File: src/sv/ccsp_pkg.sv
// Package for the CSS color string parser: shared types, character codes,
// the named color tables and elaboration-time helpers. No dependencies.
`timescale 1ns / 1ps
`default_nettype none

package ccsp_pkg;

  localparam int unsigned FractionDigitsDefault = 4;

  // Named color table geometry
  localparam int unsigned NameCount  = 27;
  localparam int unsigned NameMaxLen = 11;
  localparam int unsigned NameIdxW   = 5;
  localparam logic [NameIdxW-1:0] NameNone = 5'd31;

  localparam logic [31:0] OpaqueBlack = 32'hFF00_0000;

  // Character codes
  localparam logic [7:0] ChNul    = 8'h00;
  localparam logic [7:0] ChTab    = 8'h09;
  localparam logic [7:0] ChCr     = 8'h0D;
  localparam logic [7:0] ChSpace  = 8'h20;
  localparam logic [7:0] ChHash   = 8'h23;
  localparam logic [7:0] ChClose  = 8'h29;
  localparam logic [7:0] ChDot    = 8'h2E;
  localparam logic [7:0] ChDigit0 = 8'h30;
  localparam logic [7:0] ChDigit9 = 8'h39;
  localparam logic [7:0] ChUpperA = 8'h41;
  localparam logic [7:0] ChUpperF = 8'h46;
  localparam logic [7:0] ChUpperZ = 8'h5A;
  localparam logic [7:0] ChLowerA = 8'h61;
  localparam logic [7:0] ChLowerB = 8'h62;
  localparam logic [7:0] ChLowerF = 8'h66;
  localparam logic [7:0] ChLowerG = 8'h67;
  localparam logic [7:0] ChLowerR = 8'h72;
  localparam logic [7:0] ChLowerZ = 8'h7A;

  // Component slots of the rgb() list
  localparam logic [2:0] CompRed    = 3'd0;
  localparam logic [2:0] CompGreen  = 3'd1;
  localparam logic [2:0] CompBlue   = 3'd2;
  localparam logic [2:0] CompAlpha  = 3'd3;
  localparam logic [2:0] CompMax    = 3'd7;
  localparam logic [2:0] LimitRgb   = 3'd3;
  localparam logic [2:0] LimitRgba  = 3'd4;

  // Parser modes, one-hot
  typedef enum logic [7:0] {
    MODE_SKIP      = 8'b0000_0001,
    MODE_HEX       = 8'b0000_0010,
    MODE_WORD      = 8'b0000_0100,
    MODE_NAME      = 8'b0000_1000,
    MODE_RGB_AFTER = 8'b0001_0000,
    MODE_RGB_BODY  = 8'b0010_0000,
    MODE_RGB_DONE  = 8'b0100_0000,
    MODE_HEX_DONE  = 8'b1000_0000
  } ccsp_mode_e;

  // Color before alpha scaling; alpha_frac selects the scaled fraction
  typedef struct packed {
    logic [7:0] alpha;
    logic [7:0] red;
    logic [7:0] green;
    logic [7:0] blue;
    logic       alpha_frac;
  } ccsp_mid_t;

  localparam ccsp_mid_t MidBlack = '{alpha: 8'hFF, red: 8'h00, green: 8'h00,
                                     blue: 8'h00, alpha_frac: 1'b0};

  // Names, right-justified in the vector
  localparam logic [8*NameMaxLen-1:0] NameText [NameCount] = '{
    "black", "white", "red", "green", "blue", "yellow", "cyan", "magenta",
    "orange", "purple", "pink", "gray", "grey", "silver", "maroon", "olive",
    "lime", "aqua", "teal", "navy", "fuchsia", "brown", "darkgray",
    "darkgrey", "lightgray", "lightgrey", "transparent"
  };

  localparam logic [3:0] NameLen [NameCount] = '{
    4'd5, 4'd5, 4'd3, 4'd5, 4'd4, 4'd6, 4'd4, 4'd7, 4'd6, 4'd6, 4'd4, 4'd4,
    4'd4, 4'd6, 4'd6, 4'd5, 4'd4, 4'd4, 4'd4, 4'd4, 4'd7, 4'd5, 4'd8, 4'd8,
    4'd9, 4'd9, 4'd11
  };

  localparam logic [31:0] NameValue [NameCount] = '{
    32'hFF000000, 32'hFFFFFFFF, 32'hFFFF0000, 32'hFF008000, 32'hFF0000FF,
    32'hFFFFFF00, 32'hFF00FFFF, 32'hFFFF00FF, 32'hFFFFA500, 32'hFF800080,
    32'hFFFFC0CB, 32'hFF808080, 32'hFF808080, 32'hFFC0C0C0, 32'hFF800000,
    32'hFF808000, 32'hFF00FF00, 32'hFF00FFFF, 32'hFF008080, 32'hFF000080,
    32'hFFFF00FF, 32'hFFA52A2A, 32'hFFA9A9A9, 32'hFFA9A9A9, 32'hFFD3D3D3,
    32'hFFD3D3D3, 32'h00000000
  };

  // Elaboration only: 10 to the power e
  function automatic int unsigned pow10(input int unsigned e);
    int unsigned r;
    r = 1;
    for (int unsigned k = 0; k < e; k++) r = r * 10;
    return r;
  endfunction

endpackage

`default_nettype wire

File: src/sv/ccsp_in_if.sv
// Input channel of the CSS color string parser: one character per item.
// Stand-alone interface, no dependencies.
`timescale 1ns / 1ps
`default_nettype none

interface ccsp_in_if;
  logic       valid;
  logic       ready;
  logic [7:0] char_byte;
  logic       last_char;

  modport source (output valid, output char_byte, output last_char, input ready);
  modport sink   (input valid, input char_byte, input last_char, output ready);
endinterface

`default_nettype wire

File: src/sv/ccsp_out_if.sv
// Output channel of the CSS color string parser: one ARGB word per item.
// Stand-alone interface, no dependencies.
`timescale 1ns / 1ps
`default_nettype none

interface ccsp_out_if;
  logic        valid;
  logic        ready;
  logic [31:0] argb_color;

  modport source (output valid, output argb_color, input ready);
  modport sink   (input valid, input argb_color, output ready);
endinterface

`default_nettype wire

File: src/sv/ccsp_name_match.sv
// Named color matcher: one candidate lane per name, advanced one character
// per step. Depends on ccsp_pkg for the name tables.
`timescale 1ns / 1ps
`default_nettype none

module ccsp_name_match (
  input  wire logic        clk_i,
  input  wire logic        rst_ni,
  input  wire logic        step_i,
  input  wire logic        restart_i,
  input  wire logic [7:0]  char_i,
  output logic      [31:0] argb_o
);
  import ccsp_pkg::*;

  logic [NameCount-1:0] cand_q, cand_d;
  logic [3:0]           pos_q, pos_d;
  logic [NameIdxW-1:0]  win_q, win_d;

  logic [7:0] lc;
  logic       is_letter;
  logic       found;

  function automatic logic [7:0] name_char(input logic [NameIdxW-1:0] idx,
                                           input logic [3:0] pos);
    logic [8*NameMaxLen-1:0] text;
    logic [3:0]              len;
    int unsigned             sh;
    text = NameText[idx];
    len  = NameLen[idx];
    sh   = 0;
    if (pos < len) sh = 8 * (int'(len) - 1 - int'(pos));
    return (pos < len) ? text[sh +: 8] : ChNul;
  endfunction

  assign is_letter = (char_i >= ChUpperA && char_i <= ChUpperZ) ||
                     (char_i >= ChLowerA && char_i <= ChLowerZ);
  assign lc = (char_i >= ChUpperA && char_i <= ChUpperZ) ? (char_i | 8'h20) : char_i;

  // Lane update; the first finished lane followed by a non-letter wins
  always_comb begin
    cand_d = cand_q;
    pos_d  = pos_q;
    win_d  = win_q;
    found  = 1'b0;
    if (step_i && win_q == NameNone) begin
      for (int i = 0; i < NameCount; i++) begin
        if (cand_q[i]) begin
          if (pos_q < NameLen[i]) begin
            if (lc != name_char(NameIdxW'(i), pos_q)) cand_d[i] = 1'b0;
          end else begin
            cand_d[i] = 1'b0;
            if (!is_letter && !found) begin
              win_d = NameIdxW'(i);
              found = 1'b1;
            end
          end
        end
      end
      if (pos_q != 4'd15) pos_d = pos_q + 4'd1;
    end
  end

  // Color for the string ending now: winner, else a lane ending here
  always_comb begin
    argb_o = OpaqueBlack;
    if (win_d != NameNone) begin
      argb_o = NameValue[win_d];
    end else begin
      for (int i = NameCount - 1; i >= 0; i--) begin
        if (cand_d[i] && NameLen[i] == pos_d) argb_o = NameValue[i];
      end
    end
  end

  always_ff @(posedge clk_i or negedge rst_ni) begin
    if (!rst_ni) begin
      cand_q <= '1;
      pos_q  <= '0;
      win_q  <= NameNone;
    end else if (restart_i) begin
      cand_q <= '1;
      pos_q  <= '0;
      win_q  <= NameNone;
    end else begin
      cand_q <= cand_d;
      pos_q  <= pos_d;
      win_q  <= win_d;
    end
  end

endmodule

`default_nettype wire

File: src/sv/ccsp_parse.sv
// Per-character parser: mode, hex run, rgb() component state, and the
// registered pre-alpha result. Depends on ccsp_pkg and ccsp_name_match.
`timescale 1ns / 1ps
`default_nettype none

module ccsp_parse #(
  parameter int unsigned FRACTION_DIGITS = ccsp_pkg::FractionDigitsDefault,
  localparam int unsigned FracW = $clog2(ccsp_pkg::pow10(FRACTION_DIGITS))
) (
  input  wire logic                  clk_i,
  input  wire logic                  rst_ni,
  input  wire logic                  step_valid_i,
  output logic                       step_ready_o,
  input  wire logic [7:0]            char_i,
  input  wire logic                  last_i,
  output logic                       mid_valid_o,
  input  wire logic                  mid_ready_i,
  output ccsp_pkg::ccsp_mid_t        mid_o,
  output logic      [FracW-1:0]      mid_num_o
);
  import ccsp_pkg::*;

  localparam int unsigned FcW   = $clog2(FRACTION_DIGITS + 1);
  localparam int unsigned ProdW = FracW + 4;

  localparam ccsp_mid_t StoreReset = '{alpha: 8'hFF, red: 8'h00, green: 8'h00,
                                       blue: 8'h00, alpha_frac: 1'b0};

  ccsp_mode_e       mode_q, mode_d;
  logic [31:0]      hex_q, hex_d;
  logic [3:0]       hcnt_q, hcnt_d;
  logic [1:0]       pp_q, pp_d;
  logic             aform_q, aform_d;
  logic [2:0]       ci_q, ci_d;
  logic             nf_in_q, nf_in_d;
  logic             nf_frac_q, nf_frac_d;
  logic [8:0]       ip_q, ip_d;
  logic [FracW-1:0] fn_q, fn_d;
  logic [FcW-1:0]   fc_q, fc_d;
  ccsp_mid_t        store_q, store_d;
  logic [FracW-1:0] anum_q, anum_d;
  logic             term_q, term_d;

  logic             mid_valid_q;
  ccsp_mid_t        mid_q;
  logic [FracW-1:0] mid_num_q;

  logic             fire, act, restart, mid_can;
  logic             word, body, dispatch, name_step;
  logic             is_dig, is_space, hex_ok;
  logic [3:0]       digit, hex_val;
  logic [11:0]      ip_mul;
  logic [ProdW-1:0] frac_prod;
  logic [2:0]       ci_inc, ci_f;
  logic [31:0]      name_argb;
  ccsp_mid_t        fin, result;
  logic [FracW-1:0] fin_num;

  function automatic logic [7:0] sat8(input logic [8:0] v);
    return (v > 9'd255) ? 8'hFF : v[7:0];
  endfunction

  function automatic logic [2:0] comp_inc(input logic [2:0] ci);
    return (ci != CompMax) ? ci + 3'd1 : ci;
  endfunction

  function automatic logic [2:0] comp_limit(input logic af);
    return af ? LimitRgba : LimitRgb;
  endfunction

  // Closes one number into its component slot
  function automatic ccsp_mid_t finish_store(input ccsp_mid_t st, input logic [2:0] ci,
                                             input logic [8:0] ip, input logic frac_zero);
    ccsp_mid_t r;
    r = st;
    case (ci)
      CompRed:   r.red   = sat8(ip);
      CompGreen: r.green = sat8(ip);
      CompBlue:  r.blue  = sat8(ip);
      CompAlpha: begin
        if (ip == 9'd0) begin
          r.alpha_frac = 1'b1;
        end else if (ip == 9'd1 && frac_zero) begin
          r.alpha      = 8'hFF;
          r.alpha_frac = 1'b0;
        end else begin
          r.alpha      = sat8(ip);
          r.alpha_frac = 1'b0;
        end
      end
      default: ;
    endcase
    return r;
  endfunction

  // Weight of the fraction digit at position pos, in units of the last digit
  function automatic logic [FracW-1:0] frac_weight(input logic [FcW-1:0] pos);
    logic [FracW-1:0] w;
    int unsigned      p;
    w = '0;
    p = 1;
    for (int k = FRACTION_DIGITS - 1; k >= 0; k--) begin
      if (pos == FcW'(k)) w = FracW'(p);
      p = p * 10;
    end
    return w;
  endfunction

  function automatic logic [7:0] prefix_char(input logic [1:0] pos);
    logic [7:0] ch;
    case (pos)
      2'd0:    ch = ChLowerR;
      2'd1:    ch = ChLowerG;
      2'd2:    ch = ChLowerB;
      default: ch = ChNul;
    endcase
    return ch;
  endfunction

  // Handshake toward the input register and the mid register
  assign mid_can      = !mid_valid_q || mid_ready_i;
  assign step_ready_o = !last_i || mid_can;
  assign fire         = step_valid_i && step_ready_o;
  assign restart      = fire && last_i;
  assign act          = fire && !term_q && (char_i != ChNul);

  // Character classes
  assign is_dig   = (char_i >= ChDigit0) && (char_i <= ChDigit9);
  assign is_space = (char_i == ChSpace) || (char_i >= ChTab && char_i <= ChCr);
  assign digit    = 4'(char_i - ChDigit0);

  always_comb begin
    hex_ok  = 1'b1;
    hex_val = 4'd0;
    if (is_dig) begin
      hex_val = digit;
    end else if (char_i >= ChLowerA && char_i <= ChLowerF) begin
      hex_val = 4'(char_i - ChLowerA + 8'd10);
    end else if (char_i >= ChUpperA && char_i <= ChUpperF) begin
      hex_val = 4'(char_i - ChUpperA + 8'd10);
    end else begin
      hex_ok = 1'b0;
    end
  end

  assign ip_mul    = ({3'b0, ip_q} << 3) + ({3'b0, ip_q} << 1) + {8'b0, digit};
  assign frac_prod = ProdW'(digit) * ProdW'(frac_weight(fc_q));
  assign ci_inc    = comp_inc(ci_q);

  // Next state for one character
  always_comb begin
    mode_d    = mode_q;
    hex_d     = hex_q;
    hcnt_d    = hcnt_q;
    pp_d      = pp_q;
    aform_d   = aform_q;
    ci_d      = ci_q;
    nf_in_d   = nf_in_q;
    nf_frac_d = nf_frac_q;
    ip_d      = ip_q;
    fn_d      = fn_q;
    fc_d      = fc_q;
    store_d   = store_q;
    anum_d    = anum_q;
    term_d    = term_q;
    word      = 1'b0;
    body      = 1'b0;
    dispatch  = 1'b0;

    if (fire && !term_q && char_i == ChNul) term_d = 1'b1;

    if (act) begin
      case (mode_q)
        MODE_SKIP: begin
          if (is_space) begin
            mode_d = MODE_SKIP;
          end else if (char_i == ChHash) begin
            mode_d = MODE_HEX;
          end else begin
            word = 1'b1;
          end
        end
        MODE_WORD: word = 1'b1;
        MODE_HEX: begin
          if (!hex_ok) begin
            mode_d = MODE_HEX_DONE;
          end else begin
            if (hcnt_q < 4'd8) hex_d = {hex_q[27:0], hex_val};
            if (hcnt_q < 4'd9) hcnt_d = hcnt_q + 4'd1;
          end
        end
        MODE_RGB_AFTER: begin
          mode_d = MODE_RGB_BODY;
          if (char_i == ChLowerA) aform_d = 1'b1;
          else body = 1'b1;
        end
        MODE_RGB_BODY: body = 1'b1;
        default: ;
      endcase
    end

    // "rgb" prefix tracking while the word is still undecided
    if (word) begin
      if (char_i == prefix_char(pp_q)) begin
        if (pp_q == 2'd2) begin
          pp_d   = 2'd0;
          mode_d = MODE_RGB_AFTER;
        end else begin
          pp_d   = pp_q + 2'd1;
          mode_d = MODE_WORD;
        end
      end else begin
        mode_d = MODE_NAME;
      end
    end

    // Component list body
    if (body) begin
      dispatch = 1'b1;
      if (nf_in_q) begin
        if (is_dig) begin
          dispatch = 1'b0;
          if (nf_frac_q) begin
            if (fc_q < FcW'(FRACTION_DIGITS)) begin
              fn_d = fn_q + FracW'(frac_prod);
              fc_d = fc_q + FcW'(1);
            end
          end else begin
            ip_d = (ip_mul > 12'd256) ? 9'd256 : ip_mul[8:0];
          end
        end else if (char_i == ChDot && !nf_frac_q) begin
          dispatch  = 1'b0;
          nf_frac_d = 1'b1;
        end else begin
          store_d = finish_store(store_q, ci_q, ip_q, fn_q == '0);
          if (ci_q == CompAlpha && ip_q == 9'd0) anum_d = fn_q;
          ci_d      = ci_inc;
          nf_in_d   = 1'b0;
          nf_frac_d = 1'b0;
          ip_d      = '0;
          fn_d      = '0;
          fc_d      = '0;
          if (ci_inc >= comp_limit(aform_q)) begin
            dispatch = 1'b0;
            mode_d   = MODE_RGB_DONE;
          end
        end
      end
      if (dispatch) begin
        if (char_i == ChClose) begin
          mode_d = MODE_RGB_DONE;
        end else if (is_dig) begin
          nf_in_d   = 1'b1;
          nf_frac_d = 1'b0;
          ip_d      = {5'b0, digit};
        end else if (char_i == ChDot) begin
          nf_in_d   = 1'b1;
          nf_frac_d = 1'b1;
        end
      end
    end
  end

  assign name_step = act && (word || mode_q == MODE_NAME);

  ccsp_name_match u_name (
    .clk_i     (clk_i),
    .rst_ni    (rst_ni),
    .step_i    (name_step),
    .restart_i (restart),
    .char_i    (char_i),
    .argb_o    (name_argb)
  );

  // rgb() result with an open number closed and a missing alpha zeroed
  always_comb begin
    fin     = store_d;
    fin_num = anum_d;
    ci_f    = ci_d;
    if (nf_in_d) begin
      fin = finish_store(store_d, ci_d, ip_d, fn_d == '0);
      if (ci_d == CompAlpha && ip_d == 9'd0) fin_num = fn_d;
      ci_f = comp_inc(ci_d);
    end
    if (aform_d && ci_f < comp_limit(aform_d)) begin
      fin.alpha      = 8'h00;
      fin.alpha_frac = 1'b0;
    end
  end

  // Result for a string ending on this character
  always_comb begin
    result = MidBlack;
    case (mode_d)
      MODE_HEX, MODE_HEX_DONE: begin
        if (hcnt_d == 4'd3) begin
          result.red   = {hex_d[11:8], hex_d[11:8]};
          result.green = {hex_d[7:4], hex_d[7:4]};
          result.blue  = {hex_d[3:0], hex_d[3:0]};
        end else if (hcnt_d == 4'd6) begin
          {result.red, result.green, result.blue} = hex_d[23:0];
        end else if (hcnt_d == 4'd8) begin
          result.alpha = hex_d[7:0];
          {result.red, result.green, result.blue} = hex_d[31:8];
        end
      end
      MODE_WORD, MODE_NAME: begin
        {result.alpha, result.red, result.green, result.blue} = name_argb;
      end
      MODE_RGB_AFTER, MODE_RGB_BODY: result = fin;
      MODE_RGB_DONE: result = store_d;
      default: result = MidBlack;
    endcase
  end

  // Parser state; a final character returns everything to reset
  always_ff @(posedge clk_i or negedge rst_ni) begin
    if (!rst_ni) begin
      mode_q    <= MODE_SKIP;
      hex_q     <= '0;
      hcnt_q    <= '0;
      pp_q      <= '0;
      aform_q   <= 1'b0;
      ci_q      <= CompRed;
      nf_in_q   <= 1'b0;
      nf_frac_q <= 1'b0;
      ip_q      <= '0;
      fn_q      <= '0;
      fc_q      <= '0;
      store_q   <= StoreReset;
      anum_q    <= '0;
      term_q    <= 1'b0;
    end else if (restart) begin
      mode_q    <= MODE_SKIP;
      hex_q     <= '0;
      hcnt_q    <= '0;
      pp_q      <= '0;
      aform_q   <= 1'b0;
      ci_q      <= CompRed;
      nf_in_q   <= 1'b0;
      nf_frac_q <= 1'b0;
      ip_q      <= '0;
      fn_q      <= '0;
      fc_q      <= '0;
      store_q   <= StoreReset;
      anum_q    <= '0;
      term_q    <= 1'b0;
    end else begin
      mode_q    <= mode_d;
      hex_q     <= hex_d;
      hcnt_q    <= hcnt_d;
      pp_q      <= pp_d;
      aform_q   <= aform_d;
      ci_q      <= ci_d;
      nf_in_q   <= nf_in_d;
      nf_frac_q <= nf_frac_d;
      ip_q      <= ip_d;
      fn_q      <= fn_d;
      fc_q      <= fc_d;
      store_q   <= store_d;
      anum_q    <= anum_d;
      term_q    <= term_d;
    end
  end

  // Mid register: valid control
  always_ff @(posedge clk_i or negedge rst_ni) begin
    if (!rst_ni) begin
      mid_valid_q <= 1'b0;
    end else if (restart) begin
      mid_valid_q <= 1'b1;
    end else if (mid_ready_i) begin
      mid_valid_q <= 1'b0;
    end
  end

  // Mid register: payload
  always_ff @(posedge clk_i) begin
    if (restart) begin
      mid_q     <= result;
      mid_num_q <= fin_num;
    end
  end

  assign mid_valid_o = mid_valid_q;
  assign mid_o       = mid_q;
  assign mid_num_o   = mid_num_q;

endmodule

`default_nettype wire

File: src/sv/ccsp_alpha_scale.sv
// Output stage: scales a fractional alpha by 255 with a reciprocal multiply
// and holds the finished ARGB word. Depends on ccsp_pkg.
`timescale 1ns / 1ps
`default_nettype none

module ccsp_alpha_scale #(
  parameter int unsigned FRACTION_DIGITS = ccsp_pkg::FractionDigitsDefault,
  localparam int unsigned FracW = $clog2(ccsp_pkg::pow10(FRACTION_DIGITS))
) (
  input  wire logic                 clk_i,
  input  wire logic                 rst_ni,
  input  wire logic                 mid_valid_i,
  output logic                      mid_ready_o,
  input  wire ccsp_pkg::ccsp_mid_t  mid_i,
  input  wire logic [FracW-1:0]     mid_num_i,
  output logic                      out_valid_o,
  input  wire logic                 out_ready_i,
  output logic      [31:0]          argb_o
);
  import ccsp_pkg::*;

  // floor(x / 10^FD) as (x * Recip) >> Shift, exact for every x below 2^XW
  localparam int unsigned FracMax = pow10(FRACTION_DIGITS);
  localparam int unsigned XW      = $clog2(255 * FracMax);
  localparam int unsigned Shift   = XW + FracW;
  localparam int unsigned RecipW  = XW + 1;
  localparam int unsigned ProdW   = XW + RecipW;
  localparam logic [63:0] RecipFull =
    ((64'd1 << Shift) + 64'(FracMax) - 64'd1) / 64'(FracMax);
  localparam logic [RecipW-1:0] Recip = RecipFull[RecipW-1:0];

  logic             out_valid_q;
  logic [31:0]      argb_q;
  logic             load;
  logic [XW-1:0]    x;
  logic [ProdW-1:0] prod;
  logic [7:0]       alpha;

  assign mid_ready_o = !out_valid_q || out_ready_i;
  assign load        = mid_valid_i && mid_ready_o;

  // 255 * n as a shift and subtract, then the reciprocal multiply
  assign x     = (XW'(mid_num_i) << 8) - XW'(mid_num_i);
  assign prod  = ProdW'(x) * ProdW'(Recip);
  assign alpha = mid_i.alpha_frac ? prod[Shift +: 8] : mid_i.alpha;

  always_ff @(posedge clk_i or negedge rst_ni) begin
    if (!rst_ni) begin
      out_valid_q <= 1'b0;
    end else if (load) begin
      out_valid_q <= 1'b1;
    end else if (out_ready_i) begin
      out_valid_q <= 1'b0;
    end
  end

  always_ff @(posedge clk_i) begin
    if (load) argb_q <= {alpha, mid_i.red, mid_i.green, mid_i.blue};
  end

  assign out_valid_o = out_valid_q;
  assign argb_o      = argb_q;

endmodule

`default_nettype wire

File: src/sv/css_color_string_parser.sv
// Top level of the CSS color string parser: input register, parser and
// output stage. Depends on ccsp_pkg, the channel interfaces and submodules.
`timescale 1ns / 1ps
`default_nettype none

// One character enters per item at one item per clock, and any item without
// the last-character flag leaves the input register in the very next cycle.
// A final character is turned into its ARGB word in the parser stage, which
// evaluates the whole per-character state update (mode, hex run, rgb()
// number, 27 name lanes) combinationally, and the word passes from the input
// register through the parser result register into the output register; the
// output stage scales a fractional alpha by 255 with one reciprocal
// multiply. Input ready drops only while a final character waits behind a
// full parser result register and a stalled output. FRACTION_DIGITS (1 to
// 6) sets how many alpha fraction digits count; later ones are dropped.
// There is no configuration and no clearing pass after reset.
module css_color_string_parser #(
  parameter int unsigned FRACTION_DIGITS = ccsp_pkg::FractionDigitsDefault
) (
  input  wire logic  clk_i,
  input  wire logic  rst_ni,
  ccsp_in_if.sink    in_i,
  ccsp_out_if.source out_o
);
  import ccsp_pkg::*;

  localparam int unsigned FracW = $clog2(pow10(FRACTION_DIGITS));

  logic             in_valid_q;
  logic [7:0]       in_char_q;
  logic             in_last_q;
  logic             step_ready, in_take, step_fire;

  logic             mid_valid, mid_ready;
  ccsp_mid_t        mid;
  logic [FracW-1:0] mid_num;

  // Input register
  assign in_i.ready = !in_valid_q || step_ready;
  assign in_take    = in_i.valid && in_i.ready;
  assign step_fire  = in_valid_q && step_ready;

  always_ff @(posedge clk_i or negedge rst_ni) begin
    if (!rst_ni) begin
      in_valid_q <= 1'b0;
    end else if (in_take) begin
      in_valid_q <= 1'b1;
    end else if (step_fire) begin
      in_valid_q <= 1'b0;
    end
  end

  always_ff @(posedge clk_i) begin
    if (in_take) begin
      in_char_q <= in_i.char_byte;
      in_last_q <= in_i.last_char;
    end
  end

  ccsp_parse #(
    .FRACTION_DIGITS (FRACTION_DIGITS)
  ) u_parse (
    .clk_i        (clk_i),
    .rst_ni       (rst_ni),
    .step_valid_i (in_valid_q),
    .step_ready_o (step_ready),
    .char_i       (in_char_q),
    .last_i       (in_last_q),
    .mid_valid_o  (mid_valid),
    .mid_ready_i  (mid_ready),
    .mid_o        (mid),
    .mid_num_o    (mid_num)
  );

  ccsp_alpha_scale #(
    .FRACTION_DIGITS (FRACTION_DIGITS)
  ) u_alpha (
    .clk_i       (clk_i),
    .rst_ni      (rst_ni),
    .mid_valid_i (mid_valid),
    .mid_ready_o (mid_ready),
    .mid_i       (mid),
    .mid_num_i   (mid_num),
    .out_valid_o (out_o.valid),
    .out_ready_i (out_o.ready),
    .argb_o      (out_o.argb_color)
  );

endmodule

`default_nettype wire

File: src/flat_wrapper.sv
// flat-port wrapper written by rule: the top's interface ports become plain ports
module css_color_string_parser_flat import ccsp_pkg::*;
#(
  parameter int unsigned FRACTION_DIGITS = ccsp_pkg::FractionDigitsDefault
)
  (clk_i, rst_ni, in_i_valid, in_i_char_byte, in_i_last_char, in_i_ready, out_o_valid, out_o_argb_color, out_o_ready);
  ccsp_in_if in_i_i ();
  ccsp_out_if out_o_i ();
  input  wire logic clk_i;
  input  wire logic rst_ni;
  input wire logic [$bits(in_i_i.valid)-1:0] in_i_valid;
  input wire logic [$bits(in_i_i.char_byte)-1:0] in_i_char_byte;
  input wire logic [$bits(in_i_i.last_char)-1:0] in_i_last_char;
  output wire logic [$bits(in_i_i.ready)-1:0] in_i_ready;
  output wire logic [$bits(out_o_i.valid)-1:0] out_o_valid;
  output wire logic [$bits(out_o_i.argb_color)-1:0] out_o_argb_color;
  input wire logic [$bits(out_o_i.ready)-1:0] out_o_ready;
  assign in_i_i.valid = in_i_valid;
  assign in_i_i.char_byte = in_i_char_byte;
  assign in_i_i.last_char = in_i_last_char;
  assign in_i_ready = in_i_i.ready;
  assign out_o_valid = out_o_i.valid;
  assign out_o_argb_color = out_o_i.argb_color;
  assign out_o_i.ready = out_o_ready;
  css_color_string_parser #(.FRACTION_DIGITS(FRACTION_DIGITS)) u_core (.clk_i(clk_i), .rst_ni(rst_ni), .in_i(in_i_i), .out_o(out_o_i));
endmodule
File: config.mk
export PLATFORM = sky130hd
export DESIGN_NAME = css_color_string_parser_flat
export DESIGN_NICKNAME = d
export VERILOG_FILES = /design/src/sv/ccsp_pkg.sv /design/src/sv/ccsp_in_if.sv /design/src/sv/ccsp_out_if.sv /design/src/sv/ccsp_name_match.sv /design/src/sv/ccsp_parse.sv /design/src/sv/ccsp_alpha_scale.sv /design/src/sv/css_color_string_parser.sv /design/src/flat_wrapper.sv
export SDC_FILE = /design/constraint.sdc
export NUM_CORES = 1
export LEC_CHECK = 0
export BUFFER_PORTS_ARGS = -buffer_cell sky130_fd_sc_hd__buf_2
export CORE_UTILIZATION = 35
export DETAILED_ROUTE_END_ITERATION = 6
export MAX_ROUTING_LAYER = met4
export PLACE_DENSITY = 0.54
export SLEW_MARGIN = 20
export SYNTH_ARGS = -nofsm -noshare
export SYNTH_HDL_FRONTEND = slang
export SYNTH_SLANG_ARGS = --single-unit
File: constraint.sdc
create_clock -name clk_i -period 11 [get_ports clk_i]
set_clock_uncertainty 0.1 [all_clocks]
set_input_delay 2.2 -clock clk_i [delete_from_list [all_inputs] [get_ports clk_i]]
set_output_delay 2.2 -clock clk_i [all_outputs]
set_load 0.03 [all_outputs]
==> impl_metrics.yaml, run 1 <==
synth:
  async_flop_share_pct: 65.2
  ys_seq_elements: 253
  synth_nets: 3871
  yosysSeqAreaShare_pct: 23.0
  yosys_warnings: 0
  syn_area_um2: 29600
  synthCells: 3377
  syn_area_per_cell_um2: 8.77
  ys.flop_type: "dfrtp_1"
  ys_types: 111
  synth_enable_flop_cells: 88
timing:
  worst_slew_pin_slew_ns: 1.12
  period_needed_ns: 9.66
  hold_viol: 0
  relSlewSlack_pct: 25.0
  clock.fmax_mhz: 103
  post-route-period-util_pct: 87.9
  final_max_slew_viol_count: 0
  setup_violations: 0
  setup-tns-final_ns: 0
  rsz0062_at_grt: "no"
critical_path:
  start_kind: "flip-flop"
  critical_path_required_ns: 11.25
  reg2reg_depth: 31
  crit_arrival_ns: 9.91
  cp_slowest_cell: "a2111oi_0"
  r2r_end: "u_core.u_alpha.argb_o[30]"
  rrSetupSlack_ns: 1.34
  max_stage_delay_ns: 0.79
  path_max_fanout: 6
  path_common_cell: "fa_1"
  r2r_start: "u_core.u_parse.mid_num_o[2]"
  worstSetupPathType: "reg2reg"
  end_kind: "flip-flop"
detailed_routing:
  vias: 25900
  drc: 1
  wl_mm: 99.2
  via_per_inst: 5.75
  drt_iter0_drc: 2388
  dr.pass1.iters: 7
  wl_per_cell_um: 22.1
  drtAntennaViolNets: 0
cts:
  clk-insertion-delay-late_ns: 0.62
  clk_path_buf_depth: 3
  cts_tree: "yes"
  cts_resized: 0
  cts_setup_buffers: 0
  h-tree-depth: 1
  postCtsHoldBufs: 0
  clock-root-buffer: "clkbuf_16"
  cts_buffers: 30
  path_clk_slew_ns: 0.06
  clkSinkCount: 253
final_layout:
  nNetsFinal: 3828
  drive_gt1_share_pct: 8.07
  utilization_pct: 38.1
  syn_to_final_growth_pct: 7.79
  most-common-layout-cells: "342 x inv_1, 331 x nor2_1, 281 x ha_1"
  fillCellCount: 8641
  final_common_cell: "inv_1"
floorplanning:
  start_util_pct: 35.4
  die_h_um: 293
  coreArea_um2: 83700
  num_rows: 106
  die_w_um: 293
  ios: 47
  die_area_um2: 85700
global_route:
  grt_pass1_vias: 25800
  grt-ovfl-total: 0
  grt_max_degree: 97
  grt_pass1_wl_mm: 154
  antenna_found_initial: 0
  track_usage_pct: 23.5
flow_run:
  max-cap-violations: 0
power_and_ir_drop:
  p_sw_share_pct: 49.9
  p_int_mw: 4.45
  p_clk_share_pct: 11.4
  combPwrFrac_pct: 74.6
  p_switching_mw: 4.43
  total_leakage_power_nw: 13.9
  peakVddDrop_mv: 0.406
  p_per_area_nw_per_um2: 278
  pwr-share-seq_pct: 14.0
min_path:
  holdPathEnd: "u_core.u_alpha.argb_o[11]"
  hp-start: "u_core.u_parse.mid_o[12]"
  whs_path_depth: 0
  hold_path_class: "reg2reg"
placed_design:
  gp_congestion: 0.950
  portBuffers: 46
  hpwlAfterDp_mm: 74.9
status:
  violations: "DRC"
  status: "complete, but fails checks"
how the worst max path moves through the flow:
stage,cells after the start,slack (ns),end,startpoint
3_5_place_dp,33,1.33,u_core.u_alpha.argb_o[30],u_core.u_parse.mid_num_o[8]
5_1_grt,31,0.76,u_core.u_alpha.argb_o[30],u_core.u_parse.mid_num_o[2]
3_3_place_gp,33,1.42,u_core.u_alpha.argb_o[30],u_core.u_parse.mid_num_o[8]
6_report,31,1.34,u_core.u_alpha.argb_o[30],u_core.u_parse.mid_num_o[2]
4_1_cts,33,1.29,u_core.u_alpha.argb_o[30],u_core.u_parse.mid_num_o[8]
2_1_floorplan,32,2.14,u_core.u_alpha.argb_o[30],u_core.u_parse.mid_num_o[0]
cells in the mapped netlist (all sizes together), types with 14 or more instances:
master | number | share of area [%]
edfxtp | 88 | 8.9
a21o | 37 | 0.94
a22oi | 29 | 0.74
ha | 281 | 12
o211ai | 33 | 0.85
xor2 | 21 | 0.62
nor3b | 15 | 0.45
and3 | 25 | 0.53
nor2 | 333 | 4.3
fa | 200 | 14
nor2b | 40 | 0.85
or2 | 24 | 0.52
o22ai | 54 | 1.1
a21oi | 181 | 3.1
nand2b | 47 | 0.99
dfstp | 41 | 3.6
nand2 | 225 | 2.9
nand4 | 27 | 0.62
or3 | 26 | 0.55
o21ai | 165 | 2.8
nor3 | 79 | 1.4
a31oi | 25 | 0.53
nand3 | 81 | 1.4
a32oi | 22 | 0.65
o21a | 23 | 0.58
clkbuf | 109 | 1.4
xnor2 | 93 | 2.8
mux2i | 88 | 3.0
a211oi | 28 | 0.75
o31ai | 19 | 0.48
a21boi | 14 | 0.38
nor4 | 34 | 0.77
inv | 346 | 4.4
buf | 59 | 0.98
o2111ai | 16 | 0.47
o221ai | 19 | 0.56
dfrtp | 124 | 10
o21bai | 17 | 0.43
and2 | 41 | 0.87
area by class of cell:
type | count | area [µm²] | share of cell area (%)
well taps | 1134 | 1420 | 4.45
multi-input cells | 2604 | 20800 | 65.1
flip-flops and latches | 253 | 6820 | 21.4
clock buffers | 33 | 762 | 2.39
inverters | 352 | 1330 | 4.16
clock inverters | 23 | 206 | 0.647
repair buffers | 93 | 589 | 1.85
diodes | 1 | 2.50 | 0.00784
state kept, by name, summed over array words and instances (netlist names), 3 cells and up:
register                      flops
u_core.u_parse.mid_o             33
u_core.u_parse.store_q           33
u_core.u_alpha.argb_o            32
u_core.u_parse.hex_q             32
u_core.u_parse.u_name.cand_q     27
u_core.u_parse.anum_q            14
u_core.u_parse.fn_q              14
u_core.u_parse.mid_num_o         14
u_core.u_parse.ip_q               9
u_core.in_char_q                  8
u_core.u_parse.mode_q             8
u_core.u_parse.u_name.win_q       5
u_core.u_parse.hcnt_q             4
u_core.u_parse.u_name.pos_q       4
u_core.u_parse.ci_q               3
u_core.u_parse.fc_q               3
critical path: cells and delay by family, from the launching register on:
family	cells	cell delay (ns)
XOR/XNOR	2	0.70
buffers and inverters	2	0.10
multiplexers	1	0.26
AO/OA/AOI/OAI	12	2.62
AND/OR/NAND/NOR	6	1.52
adder cells (fa/ha/maj)	8	3.59
flip-flops	1	0.51
power by group through the flow:
stage / Clock [mW] / Combinational, mW / Sequential [mW]
2_1_floorplan: 0 / 4.85 / 1.25
3_3_place_gp: 0 / 6.54 / 1.26
3_5_place_dp: 0 / 6.57 / 1.26
4_1_cts: 1.03 / 6.67 / 1.24
5_1_grt: 1.07 / 7.60 / 1.25
6_report: 1.01 / 6.63 / 1.24
through the flow:
stage | total power, mW | cell area [µm²] | worst slack, ns | cells | hold WS [ns]
2_1_floorplan | 6.10 | 29600 | 2.14 | 3377 | 0.300
3_3_place_gp | 7.79 | 30900 | 1.42 | 4436 | 0.302
3_5_place_dp | 7.83 | 30900 | 1.33 | 4436 | 0.305
4_1_cts | 8.94 | 31900 | 1.29 | 4492 | 0.321
5_1_grt | 9.92 | 31900 | 0.762 | 4492 | 0.327
6_report | 8.88 | 31900 | 1.34 | 4493 | 0.319
cells by family after synthesis:
| group | after synthesis | share of synthesized area (%) |
|---|---|---|
| AND/OR/NAND/NOR | 1066 | 18.2 |
| AO/OA/AOI/OAI | 841 | 19.5 |
| buffers and inverters | 520 | 6.83 |
| adder cells (fa/ha/maj) | 481 | 25.4 |
| flip-flops | 253 | 23.0 |
| XOR/XNOR | 115 | 3.45 |
| multiplexers | 101 | 3.51 |
metal layers:
layer	track usage (%)	share of wire (%)	vias up
li1	-	-	12000
met1	30.1	43	12800
met2	39.5	48	867
met3	2.22	5.6	168
met4	6.83	3.0	0
met5	-	0	-
Power figures use the tool's default switching activity.
==> run 2, diff against run 1 <==
- CORE_ASPECT_RATIO: unset -> 0.6
==> run 2 against run 1 <==
The run now ends clean; first-iteration DRC count rose by 50%; routed wire length rose by 8.8%; clock power rose by 12%; largest cell class unchanged.
==> impl_metrics.yaml, run 2 (synthesis results as in run 1) <==
global_route:
  grt-ovfl-total: 0
  grt_max_degree: 113
  track_usage_pct: 26.0
  grt_pass1_wl_mm: 164
  grt_pass1_vias: 24800
  antenna_found_initial: 1
cts:
  cts_tree: "yes"
  postCtsHoldBufs: 0
  clkSinkCount: 253
  clk_path_buf_depth: 3
  h-tree-depth: 1
  clk-insertion-delay-late_ns: 0.65
  cts_buffers: 30
  clock-root-buffer: "clkbuf_16"
  cts_resized: 0
  path_clk_slew_ns: 0.08
  cts_setup_buffers: 0
timing:
  final_max_slew_viol_count: 0
  setup_ws_ns: 0.913
  worst_slew_pin_slew_ns: 1.30
  rsz0062_at_grt: "no"
  setup-tns-final_ns: 0
  clock.fmax_mhz: 99.1
  post-route-period-util_pct: 91.7
  setup_violations: 0
  period_needed_ns: 10.09
  hold_viol: 0
  relSlewSlack_pct: 12.7
detailed_routing:
  drc: 0
  dr.pass1.iters: 6
  vias: 26500
  wl_mm: 108
  wl_per_cell_um: 24.0
  drtAntennaViolNets: 0
  via_per_inst: 5.91
  drt_iter0_drc: 3588
floorplanning:
  coreArea_um2: 83600
  ios: 47
  start_util_pct: 35.4
  num_rows: 82
  die_h_um: 227
  die_area_um2: 85800
  die_w_um: 377
critical_path:
  path_common_cell: "fa_1"
  max_stage_delay_ns: 0.88
  worstSetupPathType: "reg2reg"
  rrSetupSlack_ns: 0.91
  path_max_fanout: 12
  start_kind: "flip-flop"
  crit_arrival_ns: 10.38
  critical_path_required_ns: 11.29
  cp_slowest_cell: "a2111oi_0"
  end_kind: "flip-flop"
power_and_ir_drop:
  p_int_mw: 4.59
  combPwrFrac_pct: 73.9
  p_clk_share_pct: 12.2
  peakVddDrop_mv: 0.353
  p_total_mw: 9.29
  p_sw_share_pct: 50.6
  pwr-share-seq_pct: 13.9
  p_per_area_nw_per_um2: 290
  total_leakage_power_nw: 14.0
  p_switching_mw: 4.70
status:
  status: "complete, no violations"
final_layout:
  final_common_cell: "inv_1"
  ff_latch_area_um2: 6820
  antennaDiodeCount: 0
  fillCellCount: 8442
  nNetsFinal: 3829
  most-common-layout-cells: "342 x inv_1, 331 x nor2_1, 281 x ha_1"
  drive_gt1_share_pct: 8.22
  multiInputGateArea_um2: 20800
  syn_to_final_growth_pct: 8.26
placed_design:
  gp_congestion: 0.990
  portBuffers: 46
  place_worst_setup_slack_ns: 0.929
  hpwlAfterDp_mm: 82.8
min_path:
  hold_path_class: "reg2reg"
flow_run:
  max-cap-violations: 0
==> run 2: cell types whose count changed in the layout (fill, tap and decap cells not counted), sizes merged <==
cell,change
bufinv,+3
clkbuf,+5
clkinv,-8
diode,-1
inv,+1
==> run 2: critical path, delay by kind of cell, from the launching register on <==
kind	cells	cell delay [ns]
adders and majority gates	9	3.89
AOI/OAI and AO/OA	10	2.49
and+or+nand+nor	8	1.67
DFF	1	0.69
xor gates and xnor gates	2	0.50
buffers and inverters	3	0.28
muxes	1	0.26
==> run 2: power by group through the flow <==
stage	clock (mW)	combinational, mW	sequential, mW
6_report	1.13	6.87	1.29
5_1_grt	1.19	7.76	1.30
4_1_cts	1.16	6.76	1.28
3_5_place_dp	0	6.69	1.29
3_3_place_gp	0	6.67	1.29
2_1_floorplan	0	4.85	1.25
==> run 2: worst paths after layout <==
kind | start | end | cells past startpoint
max | u_core.u_parse.mid_num_o[0] | u_core.u_alpha.argb_o[30] | 33
min | u_core.u_parse.mid_o[8] | u_core.u_alpha.argb_o[7] | 0
max reg2reg | u_core.u_parse.mid_num_o[0] | u_core.u_alpha.argb_o[30] | 33
min reg2reg | u_core.u_parse.mid_o[8] | u_core.u_alpha.argb_o[7] | 0
max in group asynchronous | rst_ni | u_core.u_parse.term_q | 2
min in group asynchronous | rst_ni | u_core.u_parse.hex_q[26] | 1
==> run 2: per-stage QoR <==
step / cells / util [%] / cell area [µm²] / hold WS (ns)
floorplan: 3377 / - / 29600 / 0.300
finish: 4493 / 38.3 / 32000 / 0.316
global placement: 4437 / 37.0 / 30900 / 0.301
CTS: 4493 / 38.3 / 32000 / 0.322
detailed placement: 4437 / 37.0 / 30900 / 0.305
global route: 4493 / 38.3 / 32000 / 0.332
==> run 2: per-layer routing <==
metal  routed length [µm]  track usage (%)
met2                37400             29.9
met3                13700             7.88
met1                55400             42.5
met5                    0                -
met4                 1320             3.13
==> run 2: final cells by class <==
class,count,area share [%]
flip-flops and latches,253,21.3
clock buffers,37,2.59
clock inverters,19,0.847
well taps,1134,4.43
repair buffers,94,1.87
multi-input cells,2604,64.8
inverters,352,4.14
